## config.mk

```make
export PLATFORM = sky130hd
export DESIGN_NAME = rcf_sequencer
export DESIGN_NICKNAME = d
export VERILOG_FILES = /design/src/rcf_pkg.sv /design/src/rcf_sequencer.sv
export SDC_FILE = /design/constraint.sdc
export NUM_CORES = 1
export LEC_CHECK = 0
export BUFFER_PORTS_ARGS = -buffer_cell sky130_fd_sc_hd__buf_2
export CAP_MARGIN = 0
export CORE_MARGIN = 1
export CORE_UTILIZATION = 52
export DETAILED_ROUTE_END_ITERATION = 8
export PLACE_DENSITY = 0.79
export SLEW_MARGIN = 10
export SYNTH_ARGS = -nofsm -noshare
export SYNTH_HDL_FRONTEND = slang
export SYNTH_SLANG_ARGS = --single-unit
export TNS_END_PERCENT = 5
```

## constraint.sdc

```tcl
create_clock -name clk -period 3.3 [get_ports clk]
set_input_delay 0.33 -clock clk [delete_from_list [all_inputs] [get_ports clk]]
set_output_delay 0.33 -clock clk [all_outputs]
set_load 0.03 [all_outputs]
```

## src/rcf_pkg.sv

```systemverilog
// Shared types, constants and the microcode table of the chunk-stream framer.
// Used by rcf_sequencer, rcf_datapath and rtmp_chunk_framer.
package rcf_pkg;

  localparam logic [23:0] CHUNK_SIZE_RESET = 24'd128;

  localparam logic [1:0] FMT_FULL    = 2'd0;
  localparam logic [1:0] FMT_NO_SID  = 2'd1;
  localparam logic [1:0] FMT_TS_ONLY = 2'd2;
  localparam logic [1:0] FMT_CONT    = 2'd3;

  typedef logic [23:0] cfg_word_t;

  typedef struct packed {
    logic [1:0]  op;
    logic        first;
    logic [5:0]  chunk_stream_id;
    logic [7:0]  message_type;
    logic [31:0] message_stream_id;
    logic [23:0] timestamp;
    logic [23:0] message_length;
    logic [7:0]  data_byte;
  } in_item_t;

  typedef struct packed {
    logic [7:0] out_byte;
    logic       run_last;
    logic       message_end;
  } out_item_t;

  typedef logic [3:0] step_t;

  typedef enum logic [3:0] {
    SEL_BASIC,
    SEL_TS2,
    SEL_TS1,
    SEL_TS0,
    SEL_LEN2,
    SEL_LEN1,
    SEL_LEN0,
    SEL_TYPE,
    SEL_SID0,
    SEL_SID1,
    SEL_SID2,
    SEL_SID3,
    SEL_DATA,
    SEL_CONT
  } sel_t;

  typedef enum logic [1:0] {
    COND_NEXT,
    COND_FMT1,
    COND_FMT2,
    COND_ALWAYS
  } cond_t;

  typedef struct packed {
    sel_t  sel;
    cond_t cond;
    step_t target;
    logic  tail;
    logic  done;
  } ucode_t;

  localparam step_t STEP_HDR  = 4'd0;
  localparam step_t STEP_DATA = 4'd12;
  localparam step_t STEP_CONT = 4'd13;

  typedef struct packed {
    logic fmt1;
    logic fmt2;
    logic len_zero;
    logic msg_idle;
    logic chunk_full;
  } dp_status_t;

  typedef struct packed {
    logic emit;
    sel_t sel;
    logic item_end;
    logic hdr_end;
  } seq_ctrl_t;

  function automatic ucode_t ucode(input step_t step);
    ucode_t w;
    w = '{sel: SEL_DATA, cond: COND_NEXT, target: STEP_DATA, tail: 1'b0, done: 1'b1};
    unique case (step)
      4'd0:  w = '{SEL_BASIC, COND_NEXT,   STEP_DATA, 1'b0, 1'b0};
      4'd1:  w = '{SEL_TS2,   COND_NEXT,   STEP_DATA, 1'b0, 1'b0};
      4'd2:  w = '{SEL_TS1,   COND_NEXT,   STEP_DATA, 1'b0, 1'b0};
      4'd3:  w = '{SEL_TS0,   COND_FMT2,   STEP_DATA, 1'b1, 1'b0};
      4'd4:  w = '{SEL_LEN2,  COND_NEXT,   STEP_DATA, 1'b0, 1'b0};
      4'd5:  w = '{SEL_LEN1,  COND_NEXT,   STEP_DATA, 1'b0, 1'b0};
      4'd6:  w = '{SEL_LEN0,  COND_NEXT,   STEP_DATA, 1'b0, 1'b0};
      4'd7:  w = '{SEL_TYPE,  COND_FMT1,   STEP_DATA, 1'b1, 1'b0};
      4'd8:  w = '{SEL_SID0,  COND_NEXT,   STEP_DATA, 1'b0, 1'b0};
      4'd9:  w = '{SEL_SID1,  COND_NEXT,   STEP_DATA, 1'b0, 1'b0};
      4'd10: w = '{SEL_SID2,  COND_NEXT,   STEP_DATA, 1'b0, 1'b0};
      4'd11: w = '{SEL_SID3,  COND_ALWAYS, STEP_DATA, 1'b1, 1'b0};
      4'd12: w = '{SEL_DATA,  COND_NEXT,   STEP_DATA, 1'b0, 1'b1};
      4'd13: w = '{SEL_CONT,  COND_ALWAYS, STEP_DATA, 1'b0, 1'b0};
      default: w = '{SEL_DATA, COND_NEXT,  STEP_DATA, 1'b0, 1'b1};
    endcase
    return w;
  endfunction

endpackage

```

## src/rcf_sequencer.sv

```systemverilog
// Step counter and microcode lookup that steer the framer datapath.
// Depends on rcf_pkg for the control word format and the program table.
module rcf_sequencer (
  input  logic                clk,
  input  logic                rst,
  input  logic                accept,
  input  logic                first,
  input  rcf_pkg::dp_status_t status,
  input  logic                out_free,
  output logic                busy,
  output rcf_pkg::seq_ctrl_t  ctrl
);

  rcf_pkg::step_t  step;
  rcf_pkg::ucode_t word;
  logic            taken;
  logic            hdr_fin;

  always_comb begin
    word = rcf_pkg::ucode(step);
    unique case (word.cond)
      rcf_pkg::COND_NEXT:   taken = 1'b0;
      rcf_pkg::COND_FMT1:   taken = status.fmt1;
      rcf_pkg::COND_FMT2:   taken = status.fmt2;
      rcf_pkg::COND_ALWAYS: taken = 1'b1;
      default:              taken = 1'b0;
    endcase
    hdr_fin       = taken && word.tail && status.len_zero;
    ctrl.emit     = busy && out_free;
    ctrl.sel      = word.sel;
    ctrl.item_end = word.done || hdr_fin;
    ctrl.hdr_end  = hdr_fin;
  end

  always_ff @(posedge clk) begin
    if (rst) begin
      busy <= 1'b0;
      step <= rcf_pkg::STEP_HDR;
    end else if (accept) begin
      if (first) begin
        busy <= 1'b1;
        step <= rcf_pkg::STEP_HDR;
      end else if (!status.msg_idle) begin
        busy <= 1'b1;
        step <= status.chunk_full ? rcf_pkg::STEP_CONT : rcf_pkg::STEP_DATA;
      end
    end else if (ctrl.emit) begin
      if (ctrl.item_end) begin
        busy <= 1'b0;
      end else if (taken) begin
        step <= word.target;
      end else begin
        step <= step + 4'd1;
      end
    end
  end

endmodule

```

==> reports/results.ini <==
[min_path]
holdCritPathClass=in -> reg
holdCritStartpoint=rst

[sta]
worst_slew_margin_rel_pct=66.9
rsz0062_at_grt=false
maxClockFrequency_ghz=0.470
period_minus_slack_ps=2130
fin_worst_skew_ps=2.48
timing_hold_violations_final=0
tightestPinTransition_ps=493
setup-tns-final_ps=0
final_max_slew_viol_count=0
min_period_over_period_pct=64.4
timing.final.ws_setup_ps=1170
timing.hold.ws_ps=373
setup_violating_endpoint_count_in_the_final_report=0

[power]
p_int_mw=0.230
peakVddDrop_v=0.000332
total_power_mw=0.315
clkPwrFrac_pct=30.0
sequentialPowerShare_pct=53.1
powerDensity_nw_per_um2=414
combinationalPowerShare_pct=16.9
fraction_of_power_spent_switching_nets_pct=27.0
net-switching-power_mw=0.0853
leakagePower_nw=0.332

[cells_and_area]
layout.cells.most_common=sky130_fd_sc_hd__buf_2
nets=99
insertedDiodeCount=0
synthesis_to_finish_area_growth_pct=11.5
design_area_um2=762
fill_cells=104
drive_gt1_share_pct=26.4
most_frequent_cells_in_the_layout=sky130_fd_sc_hd__buf_2, sky130_fd_sc_hd__dfxtp_1, sky130_fd_sc_hd__a21oi_1, sky130_fd_sc_hd__nor2_1

[global_route]
first_global_vias=491
first_pass_grt_wire_length_um=2010
gr-total-overflow=0
grt_usage_pct=20.6
antenna_violations_before_repair=0
grt_start_max_net_pins=12

[logic_synthesis]
synth_nets=85
ys_types=36
netlist_area_um2=683
synth_compound_area_share_pct=24.0
synth.yosys.seq_area_share_pct=38.1
syn_area_per_cell_um2=9.23
synth_warnings=0
yosys_register_bits=13
synth-xor-area-share_pct=2.56
mux_contribution_to_synthesized_area_pct=4.40
synth_fa_ha_area_share_pct=1.83
synth-edff-count=0
synthSimpleGateAreaFrac_pct=20.1
synth-async-reset-ratio_pct=0
postSynth.topFlopCell=sky130_fd_sc_hd__dfxtp_1
syn_inst=74
synth_top_family_by_area=compound AO/OA/AOI/OAI gates

[clock_network]
clock_tree_from_tritoncts=yes
sinks_on_the_clock_net=13
worstSkewPairLatency_ps=270
ctsHtreeMaxLevel=1
cts-root-to-sink-buffers=2
cts_hold_buf=0
cts-resized-gates=0
postCtsSetupBuffers=0
clkTransAtPathRegs_ps=70
cts_made_buffers=3
clock_root_buffer=sky130_fd_sc_hd__clkbuf_4

[floorplan]
initial_utilization_pct=59.1
core.rowCount=12
boundaryPins=18
die_w_um=38.2
die_area_um2=1460
core_area_um2=1160
die_h_um=38.2

[routing]
detailroute.via_count=558
drt_iter0_drc=14
post_drt_wl_per_cell_um=12.6
via_per_inst=5.52
drtAntennaViolNets=0
totalWireLength_um=1270
tritonroute_pass_1_iters=4
drt_drc_violations_left=0

[worst_setup_path]
required_ps=3510
setup.worst_path.class=reg -> reg
worst_setup_path_end_kind=flop
cp-startpoint=word[7]
cp_data_arrival_time_ps=2330
critical_path_peak_fanout=6
reg_to_reg_start=word[7]
critPathLaunchType=flop

[place]
detailedPlace.worstSlack_ps=1120
placedInstanceArea_um2=736
place.gp.congestion=0.783
place.port_buffers=17
dp_hpwl_um=987

[outcome]
outcome=finished clean

[flow_run]
max_cap_viols=0

-- cells in the mapped netlist (2+ instances only) --
cell                        instances  area share (%)
sky130_fd_sc_hd__buf_4              5             5.5
sky130_fd_sc_hd__nor3_1             2             1.5
sky130_fd_sc_hd__nand2_1            3             1.6
sky130_fd_sc_hd__and3b_1            2             2.6
sky130_fd_sc_hd__o41ai_1            2             2.6
sky130_fd_sc_hd__a21oi_1            5             3.7
sky130_fd_sc_hd__nand2b_1           2             1.8
sky130_fd_sc_hd__clkbuf_1           2             1.1
sky130_fd_sc_hd__and2_1             2             1.8
sky130_fd_sc_hd__nor2_1             5             2.7
sky130_fd_sc_hd__o21a_1             2             2.2
sky130_fd_sc_hd__dfxtp_1           13              38
sky130_fd_sc_hd__mux2i_1            3             4.4
sky130_fd_sc_hd__o2111ai_1          2             2.6
sky130_fd_sc_hd__inv_1              3             1.6
-- logic make-up (layout without fill, tap and decap cells) --
family	count (synthesis)	count (layout)
XOR/XNOR	2	2
flip-flops	13	13
AO/OA/AOI/OAI	20	20
AND/OR/NAND/NOR	24	24
adder cells (fa/ha/maj)	1	1
multiplexers	3	3
buffers and inverters	11	24
-- flip-flops by register name, summed over array words and instances (netlist names) --
signal and flops:
word 8, step 4, busy 1
-- layer usage --
metal / track usage (%) / up-vias / wire length [µm]
li1: - / 300 / -
met1: 26.3 / 234 / 636
met2: 30.5 / 18 / 551
met3: 1.74 / 6 / 43
met4: 18.8 / 0 / 38
met5: 0 / - / 0
-- area by class of cell --
cell class	instances	area, µm²	area share, %
Clock buffer	4	26.3	3.45
Sequential cell	13	260	34.2
Multi-Input combinational cell	50	362	47.5
Tap cell	14	17.5	2.30
Inverter	3	11.3	1.48
Timing Repair Buffer	17	85.1	11.2
-- critical path, stage by stage, from the launching register on --
cell and delay [ps]:
sky130_fd_sc_hd__dfxtp_1 420, sky130_fd_sc_hd__a41oi_1 210, sky130_fd_sc_hd__a32oi_2 380, sky130_fd_sc_hd__mux2i_1 200, sky130_fd_sc_hd__a211oi_4 350, sky130_fd_sc_hd__or3b_1 380
sky130_fd_sc_hd__a21oi_1 120
-- power groups by stage --
stage | clock network, mW | registers [mW] | logic (mW)
2_1_floorplan | 0 | 0.172 | 0.0402
3_3_place_gp | 0 | 0.171 | 0.0529
3_5_place_dp | 0 | 0.171 | 0.0533
4_1_cts | 0.0976 | 0.167 | 0.0536
5_1_grt | 0.102 | 0.168 | 0.0582
6_report | 0.0946 | 0.167 | 0.0534
-- path summary, 6_finish.rpt --
check	endpoint	slack, ps	cells after the start
worst max register to register	word[7]	1170	6
worst max-delay path	word[7]	1170	6
worst min register to register	step[3]	610	2
worst min-delay path	step[3]	370	2
-- per-stage QoR --
step | instances | util (%)
finish | 101 | 65.9
global route | 101 | 65.9
CTS | 101 | 65.9
detailed placement | 97 | 63.6
global placement | 97 | 63.6
floorplan | 74 | -
Note: power is estimated with default switching activity, not from simulation.
