**src/rcf_pkg.sv**
```systemverilog
// Shared types, constants and the microcode table of the chunk-stream framer.
// Used by rcf_sequencer, rcf_datapath and rtmp_chunk_framer.
package rcf_pkg;

  localparam logic [23:0] CHUNK_SIZE_RESET = 24'd128;

  localparam logic [1:0] FMT_FULL    = 2'd0;
  localparam logic [1:0] FMT_NO_SID  = 2'd1;
  localparam logic [1:0] FMT_TS_ONLY = 2'd2;
  localparam logic [1:0] FMT_CONT    = 2'd3;

  typedef logic [23:0] cfg_word_t;

  typedef struct packed {
    logic [1:0]  op;
    logic        first;
    logic [5:0]  chunk_stream_id;
    logic [7:0]  message_type;
    logic [31:0] message_stream_id;
    logic [23:0] timestamp;
    logic [23:0] message_length;
    logic [7:0]  data_byte;
  } in_item_t;

  typedef struct packed {
    logic [7:0] out_byte;
    logic       run_last;
    logic       message_end;
  } out_item_t;

  typedef logic [3:0] step_t;

  typedef enum logic [3:0] {
    SEL_BASIC,
    SEL_TS2,
    SEL_TS1,
    SEL_TS0,
    SEL_LEN2,
    SEL_LEN1,
    SEL_LEN0,
    SEL_TYPE,
    SEL_SID0,
    SEL_SID1,
    SEL_SID2,
    SEL_SID3,
    SEL_DATA,
    SEL_CONT
  } sel_t;

  typedef enum logic [1:0] {
    COND_NEXT,
    COND_FMT1,
    COND_FMT2,
    COND_ALWAYS
  } cond_t;

  typedef struct packed {
    sel_t  sel;
    cond_t cond;
    step_t target;
    logic  tail;
    logic  done;
  } ucode_t;

  localparam step_t STEP_HDR  = 4'd0;
  localparam step_t STEP_DATA = 4'd12;
  localparam step_t STEP_CONT = 4'd13;

  typedef struct packed {
    logic fmt1;
    logic fmt2;
    logic len_zero;
    logic msg_idle;
    logic chunk_full;
  } dp_status_t;

  typedef struct packed {
    logic emit;
    sel_t sel;
    logic item_end;
    logic hdr_end;
  } seq_ctrl_t;

  function automatic ucode_t ucode(input step_t step);
    ucode_t w;
    w = '{sel: SEL_DATA, cond: COND_NEXT, target: STEP_DATA, tail: 1'b0, done: 1'b1};
    unique case (step)
      4'd0:  w = '{SEL_BASIC, COND_NEXT,   STEP_DATA, 1'b0, 1'b0};
      4'd1:  w = '{SEL_TS2,   COND_NEXT,   STEP_DATA, 1'b0, 1'b0};
      4'd2:  w = '{SEL_TS1,   COND_NEXT,   STEP_DATA, 1'b0, 1'b0};
      4'd3:  w = '{SEL_TS0,   COND_FMT2,   STEP_DATA, 1'b1, 1'b0};
      4'd4:  w = '{SEL_LEN2,  COND_NEXT,   STEP_DATA, 1'b0, 1'b0};
      4'd5:  w = '{SEL_LEN1,  COND_NEXT,   STEP_DATA, 1'b0, 1'b0};
      4'd6:  w = '{SEL_LEN0,  COND_NEXT,   STEP_DATA, 1'b0, 1'b0};
      4'd7:  w = '{SEL_TYPE,  COND_FMT1,   STEP_DATA, 1'b1, 1'b0};
      4'd8:  w = '{SEL_SID0,  COND_NEXT,   STEP_DATA, 1'b0, 1'b0};
      4'd9:  w = '{SEL_SID1,  COND_NEXT,   STEP_DATA, 1'b0, 1'b0};
      4'd10: w = '{SEL_SID2,  COND_NEXT,   STEP_DATA, 1'b0, 1'b0};
      4'd11: w = '{SEL_SID3,  COND_ALWAYS, STEP_DATA, 1'b1, 1'b0};
      4'd12: w = '{SEL_DATA,  COND_NEXT,   STEP_DATA, 1'b0, 1'b1};
      4'd13: w = '{SEL_CONT,  COND_ALWAYS, STEP_DATA, 1'b0, 1'b0};
      default: w = '{SEL_DATA, COND_NEXT,  STEP_DATA, 1'b0, 1'b1};
    endcase
    return w;
  endfunction

endpackage

```
**src/rcf_datapath.sv**
```systemverilog
// Header fields, chunk counters, byte selection and the output register.
// Depends on rcf_pkg; driven by control words from rcf_sequencer.
module rcf_datapath (
  input  logic                clk,
  input  logic                rst,
  input  logic                accept,
  input  rcf_pkg::in_item_t   in_item,
  input  logic                cfg_we,
  input  rcf_pkg::cfg_word_t  cfg_data,
  input  rcf_pkg::seq_ctrl_t  ctrl,
  input  logic                out_ready,
  output rcf_pkg::dp_status_t status,
  output logic                out_free,
  output logic                out_valid,
  output rcf_pkg::out_item_t  out_item
);

  rcf_pkg::cfg_word_t chunk_size;
  rcf_pkg::in_item_t  held;
  logic [1:0]         fmt;
  logic [5:0]         held_stream_id;
  logic [23:0]        chunk_fill;
  logic [23:0]        bytes_left;
  logic [23:0]        limit;
  logic [7:0]         sel_byte;
  logic               is_data;

  always_comb begin
    limit             = (chunk_size == 24'd0) ? 24'd1 : chunk_size;
    status.fmt1       = (fmt == rcf_pkg::FMT_NO_SID);
    status.fmt2       = (fmt == rcf_pkg::FMT_TS_ONLY);
    status.len_zero   = (held.message_length == 24'd0);
    status.msg_idle   = (bytes_left == 24'd0);
    status.chunk_full = (chunk_fill >= limit);
    out_free          = !out_valid || out_ready;
    is_data           = (ctrl.sel == rcf_pkg::SEL_DATA);
  end

  always_comb begin
    unique case (ctrl.sel)
      rcf_pkg::SEL_BASIC: sel_byte = {fmt, held_stream_id};
      rcf_pkg::SEL_TS2:   sel_byte = held.timestamp[23:16];
      rcf_pkg::SEL_TS1:   sel_byte = held.timestamp[15:8];
      rcf_pkg::SEL_TS0:   sel_byte = held.timestamp[7:0];
      rcf_pkg::SEL_LEN2:  sel_byte = held.message_length[23:16];
      rcf_pkg::SEL_LEN1:  sel_byte = held.message_length[15:8];
      rcf_pkg::SEL_LEN0:  sel_byte = held.message_length[7:0];
      rcf_pkg::SEL_TYPE:  sel_byte = held.message_type;
      rcf_pkg::SEL_SID0:  sel_byte = held.message_stream_id[7:0];
      rcf_pkg::SEL_SID1:  sel_byte = held.message_stream_id[15:8];
      rcf_pkg::SEL_SID2:  sel_byte = held.message_stream_id[23:16];
      rcf_pkg::SEL_SID3:  sel_byte = held.message_stream_id[31:24];
      rcf_pkg::SEL_DATA:  sel_byte = held.data_byte;
      rcf_pkg::SEL_CONT:  sel_byte = {rcf_pkg::FMT_CONT, held_stream_id};
      default:            sel_byte = held.data_byte;
    endcase
  end

  always_ff @(posedge clk) begin
    if (rst) begin
      chunk_size <= rcf_pkg::CHUNK_SIZE_RESET;
    end else if (cfg_we) begin
      chunk_size <= cfg_data;
    end
  end

  always_ff @(posedge clk) begin
    if (accept) begin
      held <= in_item;
    end
  end

  always_ff @(posedge clk) begin
    if (rst) begin
      fmt            <= rcf_pkg::FMT_FULL;
      held_stream_id <= 6'd0;
      chunk_fill     <= 24'd0;
      bytes_left     <= 24'd0;
    end else if (accept && in_item.first) begin
      fmt            <= (in_item.op == rcf_pkg::FMT_CONT) ? rcf_pkg::FMT_TS_ONLY : in_item.op;
      held_stream_id <= in_item.chunk_stream_id;
      chunk_fill     <= 24'd0;
      bytes_left     <= in_item.message_length;
    end else if (ctrl.emit) begin
      if (is_data) begin
        chunk_fill <= chunk_fill + 24'd1;
        bytes_left <= bytes_left - 24'd1;
      end else if (ctrl.sel == rcf_pkg::SEL_CONT) begin
        chunk_fill <= 24'd0;
      end
    end
  end

  always_ff @(posedge clk) begin
    if (rst) begin
      out_valid <= 1'b0;
    end else if (ctrl.emit) begin
      out_valid <= 1'b1;
    end else if (out_ready) begin
      out_valid <= 1'b0;
    end
  end

  always_ff @(posedge clk) begin
    if (ctrl.emit) begin
      out_item.out_byte    <= sel_byte;
      out_item.run_last    <= ctrl.item_end;
      out_item.message_end <= ctrl.hdr_end || (is_data && bytes_left == 24'd1);
    end
  end

endmodule

```
**config.mk**
```make
export PLATFORM = sky130hd
export DESIGN_NAME = rcf_datapath
export DESIGN_NICKNAME = d
export VERILOG_FILES = /design/src/rcf_pkg.sv /design/src/rcf_datapath.sv
export SDC_FILE = /design/constraint.sdc
export NUM_CORES = 1
export LEC_CHECK = 0
export ABC_AREA = 1
export CORE_UTILIZATION = 65
export CTS_CLUSTER_DIAMETER = 120
export CTS_CLUSTER_SIZE = 8
export DETAILED_ROUTE_END_ITERATION = 10
export DONT_BUFFER_PORTS = 1
export PLACE_DENSITY = 0.81
export SLEW_MARGIN = 20
export SYNTH_ARGS = -nofsm -noshare
export SYNTH_HDL_FRONTEND = slang
export SYNTH_SLANG_ARGS = --single-unit
```
**constraint.sdc**
```tcl
create_clock -name clk -period 2.7 [get_ports clk]
set_input_delay 0.27 -clock clk [delete_from_list [all_inputs] [get_ports clk]]
set_output_delay 0.27 -clock clk [all_outputs]
set_load 0.02 [all_outputs]
```
==> flow_metrics.env <==
export IMPL_initial_core_util_pct=67.01
export IMPL_syn_nets=1211
export IMPL_grt_max_degree=98
export IMPL_synth_warnings=0
export IMPL_finalNetCount=1318
export IMPL_critPathMaxFanout=8
export IMPL_r2r_setup_slack_ns=0.68
export IMPL_row_count=42
export IMPL_final_area_um2=10730
export IMPL_yosysUniqueCellTypes=48
export IMPL_required_ns=2.43
export IMPL_path_clk_slew_ns=0.08
export IMPL_timing_final_hold_violations=96
export IMPL_placed_area_um2=9056
export IMPL_syn_area_per_cell_um2=8.542
export IMPL_end_kind="output port"
export IMPL_htree_levels=4
export IMPL_clock_latency_ns=0.46
export IMPL_ys_top_cells_by_count="nand2_1, nor2_1, edfxtp_1, inv_1, dfxtp_1"
export IMPL_cts_setup_buffers=0
export IMPL_clock_path_buffers=2
export IMPL_netlist_area_um2=8910
export IMPL_areaGrowthSynthToFinish_pct=20.45
export IMPL_post_drt_via_cell_ratio=6.286
export IMPL_die_h_um=119.1
export IMPL_violations="hold timing"
export IMPL_yosysMostFrequentCell="nand2_1"
export IMPL_timing_hold_worst_class="in -> reg"
export IMPL_synth_edf_count=106
export IMPL_ys_ff_latch=187
export IMPL_maxSlewViolCount=0
export IMPL_irDropWorstVdd_uv=881.5
export IMPL_timing_fmax_ghz=0.4040
export IMPL_grt_pass1_wl_um=42790
export IMPL_grt_use_total_pct=40.11
export IMPL_overflow=0
export IMPL_fill_cells=777
export IMPL_regArea_um2=4805
export IMPL_worst_pin_slew_ns=0.9429
export IMPL_post_drt_wl_per_cell_um=20.92
export IMPL_final_instance_count_excl_fill=1339
export IMPL_powerDensity_nw_per_um2=634.4
export IMPL_numCtsBuffers=17
export IMPL_die_w_um=119.1
export IMPL_synth_largest_area_cell="edfxtp_1"
export IMPL_synth_top_cell_area_share_pct=35.73
export IMPL_first_pass_iters=7
export IMPL_skew_ns=0.01828
export IMPL_cts_tree="done"
export IMPL_cts_hold_buf=106
export IMPL_max_slew_margin_rel_pct=36.93
export IMPL_drive_gt1_share_pct=5.417
export IMPL_coreArea_um2=13300
export IMPL_die_area_um2=14180
export IMPL_port_buffers=0
export IMPL_yosys_top_cells_area="edfxtp_1, dfxtp_1, nand2_1, nor2_1, inv_1"
export IMPL_drv_cap=0
export IMPL_io_pins=158
export IMPL_path_cells="inv_1, ha_1, nand2_1, nor2_1, nand2_1, nor2_1"
export IMPL_ys_flop_type="edfxtp_1"
export IMPL_crit_type="reg -> out"
export IMPL_root_buffer="clkbuf_16"
export IMPL_whs_ns=-0.07848
export IMPL_totalWireLength_um=28010
export IMPL_ant_nets=0
export IMPL_cts_resized_gates=0
export IMPL_antenna_cells=0
export IMPL_async_reset_ff_share_pct=0
export IMPL_cts_sinks=187
export IMPL_drc_errors=0
export IMPL_max_stage_delay_ns=0.46
export IMPL_cp_start_kind="flip-flop"
export IMPL_crit_buf_inv=1
export IMPL_drtIter0Drc=1227
export IMPL_place_congestion=0.9751
export IMPL_rsz0062_at_grt="false"
export IMPL_vias=8417
export IMPL_grt_pass1_vias=8194
export IMPL_crit_path_top_delay_cell="nor2_1"
export IMPL_status="finished with violations"
export IMPL_tns_ns=0
export IMPL_place_inst=1201
export IMPL_cp_arrival_ns=2.21
export IMPL_p_total_mw=6.808
export IMPL_yosysSeqAreaShare_pct=53.93
export IMPL_leakage_nw=4.364
export IMPL_dpl_hpwl_um=16710
export IMPL_antenna_found_initial=0
export IMPL_setup_viol=0
export IMPL_path_delay_family="simple AND/OR/NAND/NOR gates"
export IMPL_period_minus_slack_ns=2.475
export IMPL_multi_input_area_um2=3561
export IMPL_final_period_utilization_pct=91.68
export IMPL_synthCells=1043
## metrics by stage
step | utilization, % | worst slack, ns
2_1_floorplan | - | 0.9349
3_3_place_gp | 68.12 | 0.7144
3_5_place_dp | 68.12 | 0.6696
4_1_cts | 80.72 | 0.1953
5_1_grt | 80.72 | 0.08048
6_report | 80.72 | 0.2248
## registers in the layout, summed over array words and instances, names as in the netlist
signal          cells
fmt                 2
bytes_left         24
chunk_fill         24
out_valid           1
out_item           10
held               96
held_stream_id      6
chunk_size         24
## power by group
| part | total (mW) | internal [mW] | switching [mW] |
|---|---|---|---|
| clock | 2.67 | 1.43 | 1.24 |
| sequential | 3.35 | 3.22 | 0.131 |
| combinational | 0.786 | 0.287 | 0.499 |
| total | 6.81 | 4.94 | 1.87 |
## layout by cell type, fill, tap and decap left out, drive strengths merged, types with 2 or more instances in the layout
cell and n:
nand4 33, clkbuf 18, o21bai 2, o211ai 4
a211oi 5, nand3 53, dlygate4sd3 106, inv 121
nor3 14, ha 27, nor2 153, buf 5
o21a 2, nand2 258, nor4 12, a31oi 9
o21ai 63, dfxtp 81, nand3b 3, edfxtp 106
clkinvlp 2, a22o 4, xor2 3, a21oi 62
clkinv 3, bufinv 2, nor3b 3
## metal layers
layer | part of all wire, % | wire length [um] | GRT usage [%] | vias up
li1 | - | - | - | 3736
met1 | 35 | 9777 | 46.27 | 3772
met2 | 47 | 13200 | 66.32 | 716
met3 | 12 | 3294 | 12.79 | 193
met4 | 6.2 | 1736 | 21.68 | 0
met5 | 0 | 0 | 0 | -
## kinds of logic after synthesis
family / share of synthesized area [%]
and+or+nand+nor: 26.12
DFF: 53.93
AOI/OAI and AO/OA: 9.760
buffers and inverters: 6.109
adders and majority gates: 3.792
xor gates and xnor gates: 0.2950
## path summary, 6_finish.rpt
path	from	endpoint	cells after the start
hold reg to reg	chunk_size[8]	chunk_size[8]	2
setup / recovery	bytes_left[0]	status[1]	6
setup reg to reg	bytes_left[0]	bytes_left[14]	7
hold / removal	accept	held[55]	0
## cell type report
type / count / share of cell area, %
clock inverter: 14 / 1.632
sequential: 187 / 44.77
multi-input combinational: 719 / 33.18
clock buffer: 18 / 4.092
timing repair buffer: 111 / 10.24
inverter: 114 / 4.034
tap: 176 / 2.052
(Power assumes the default switching activity.)
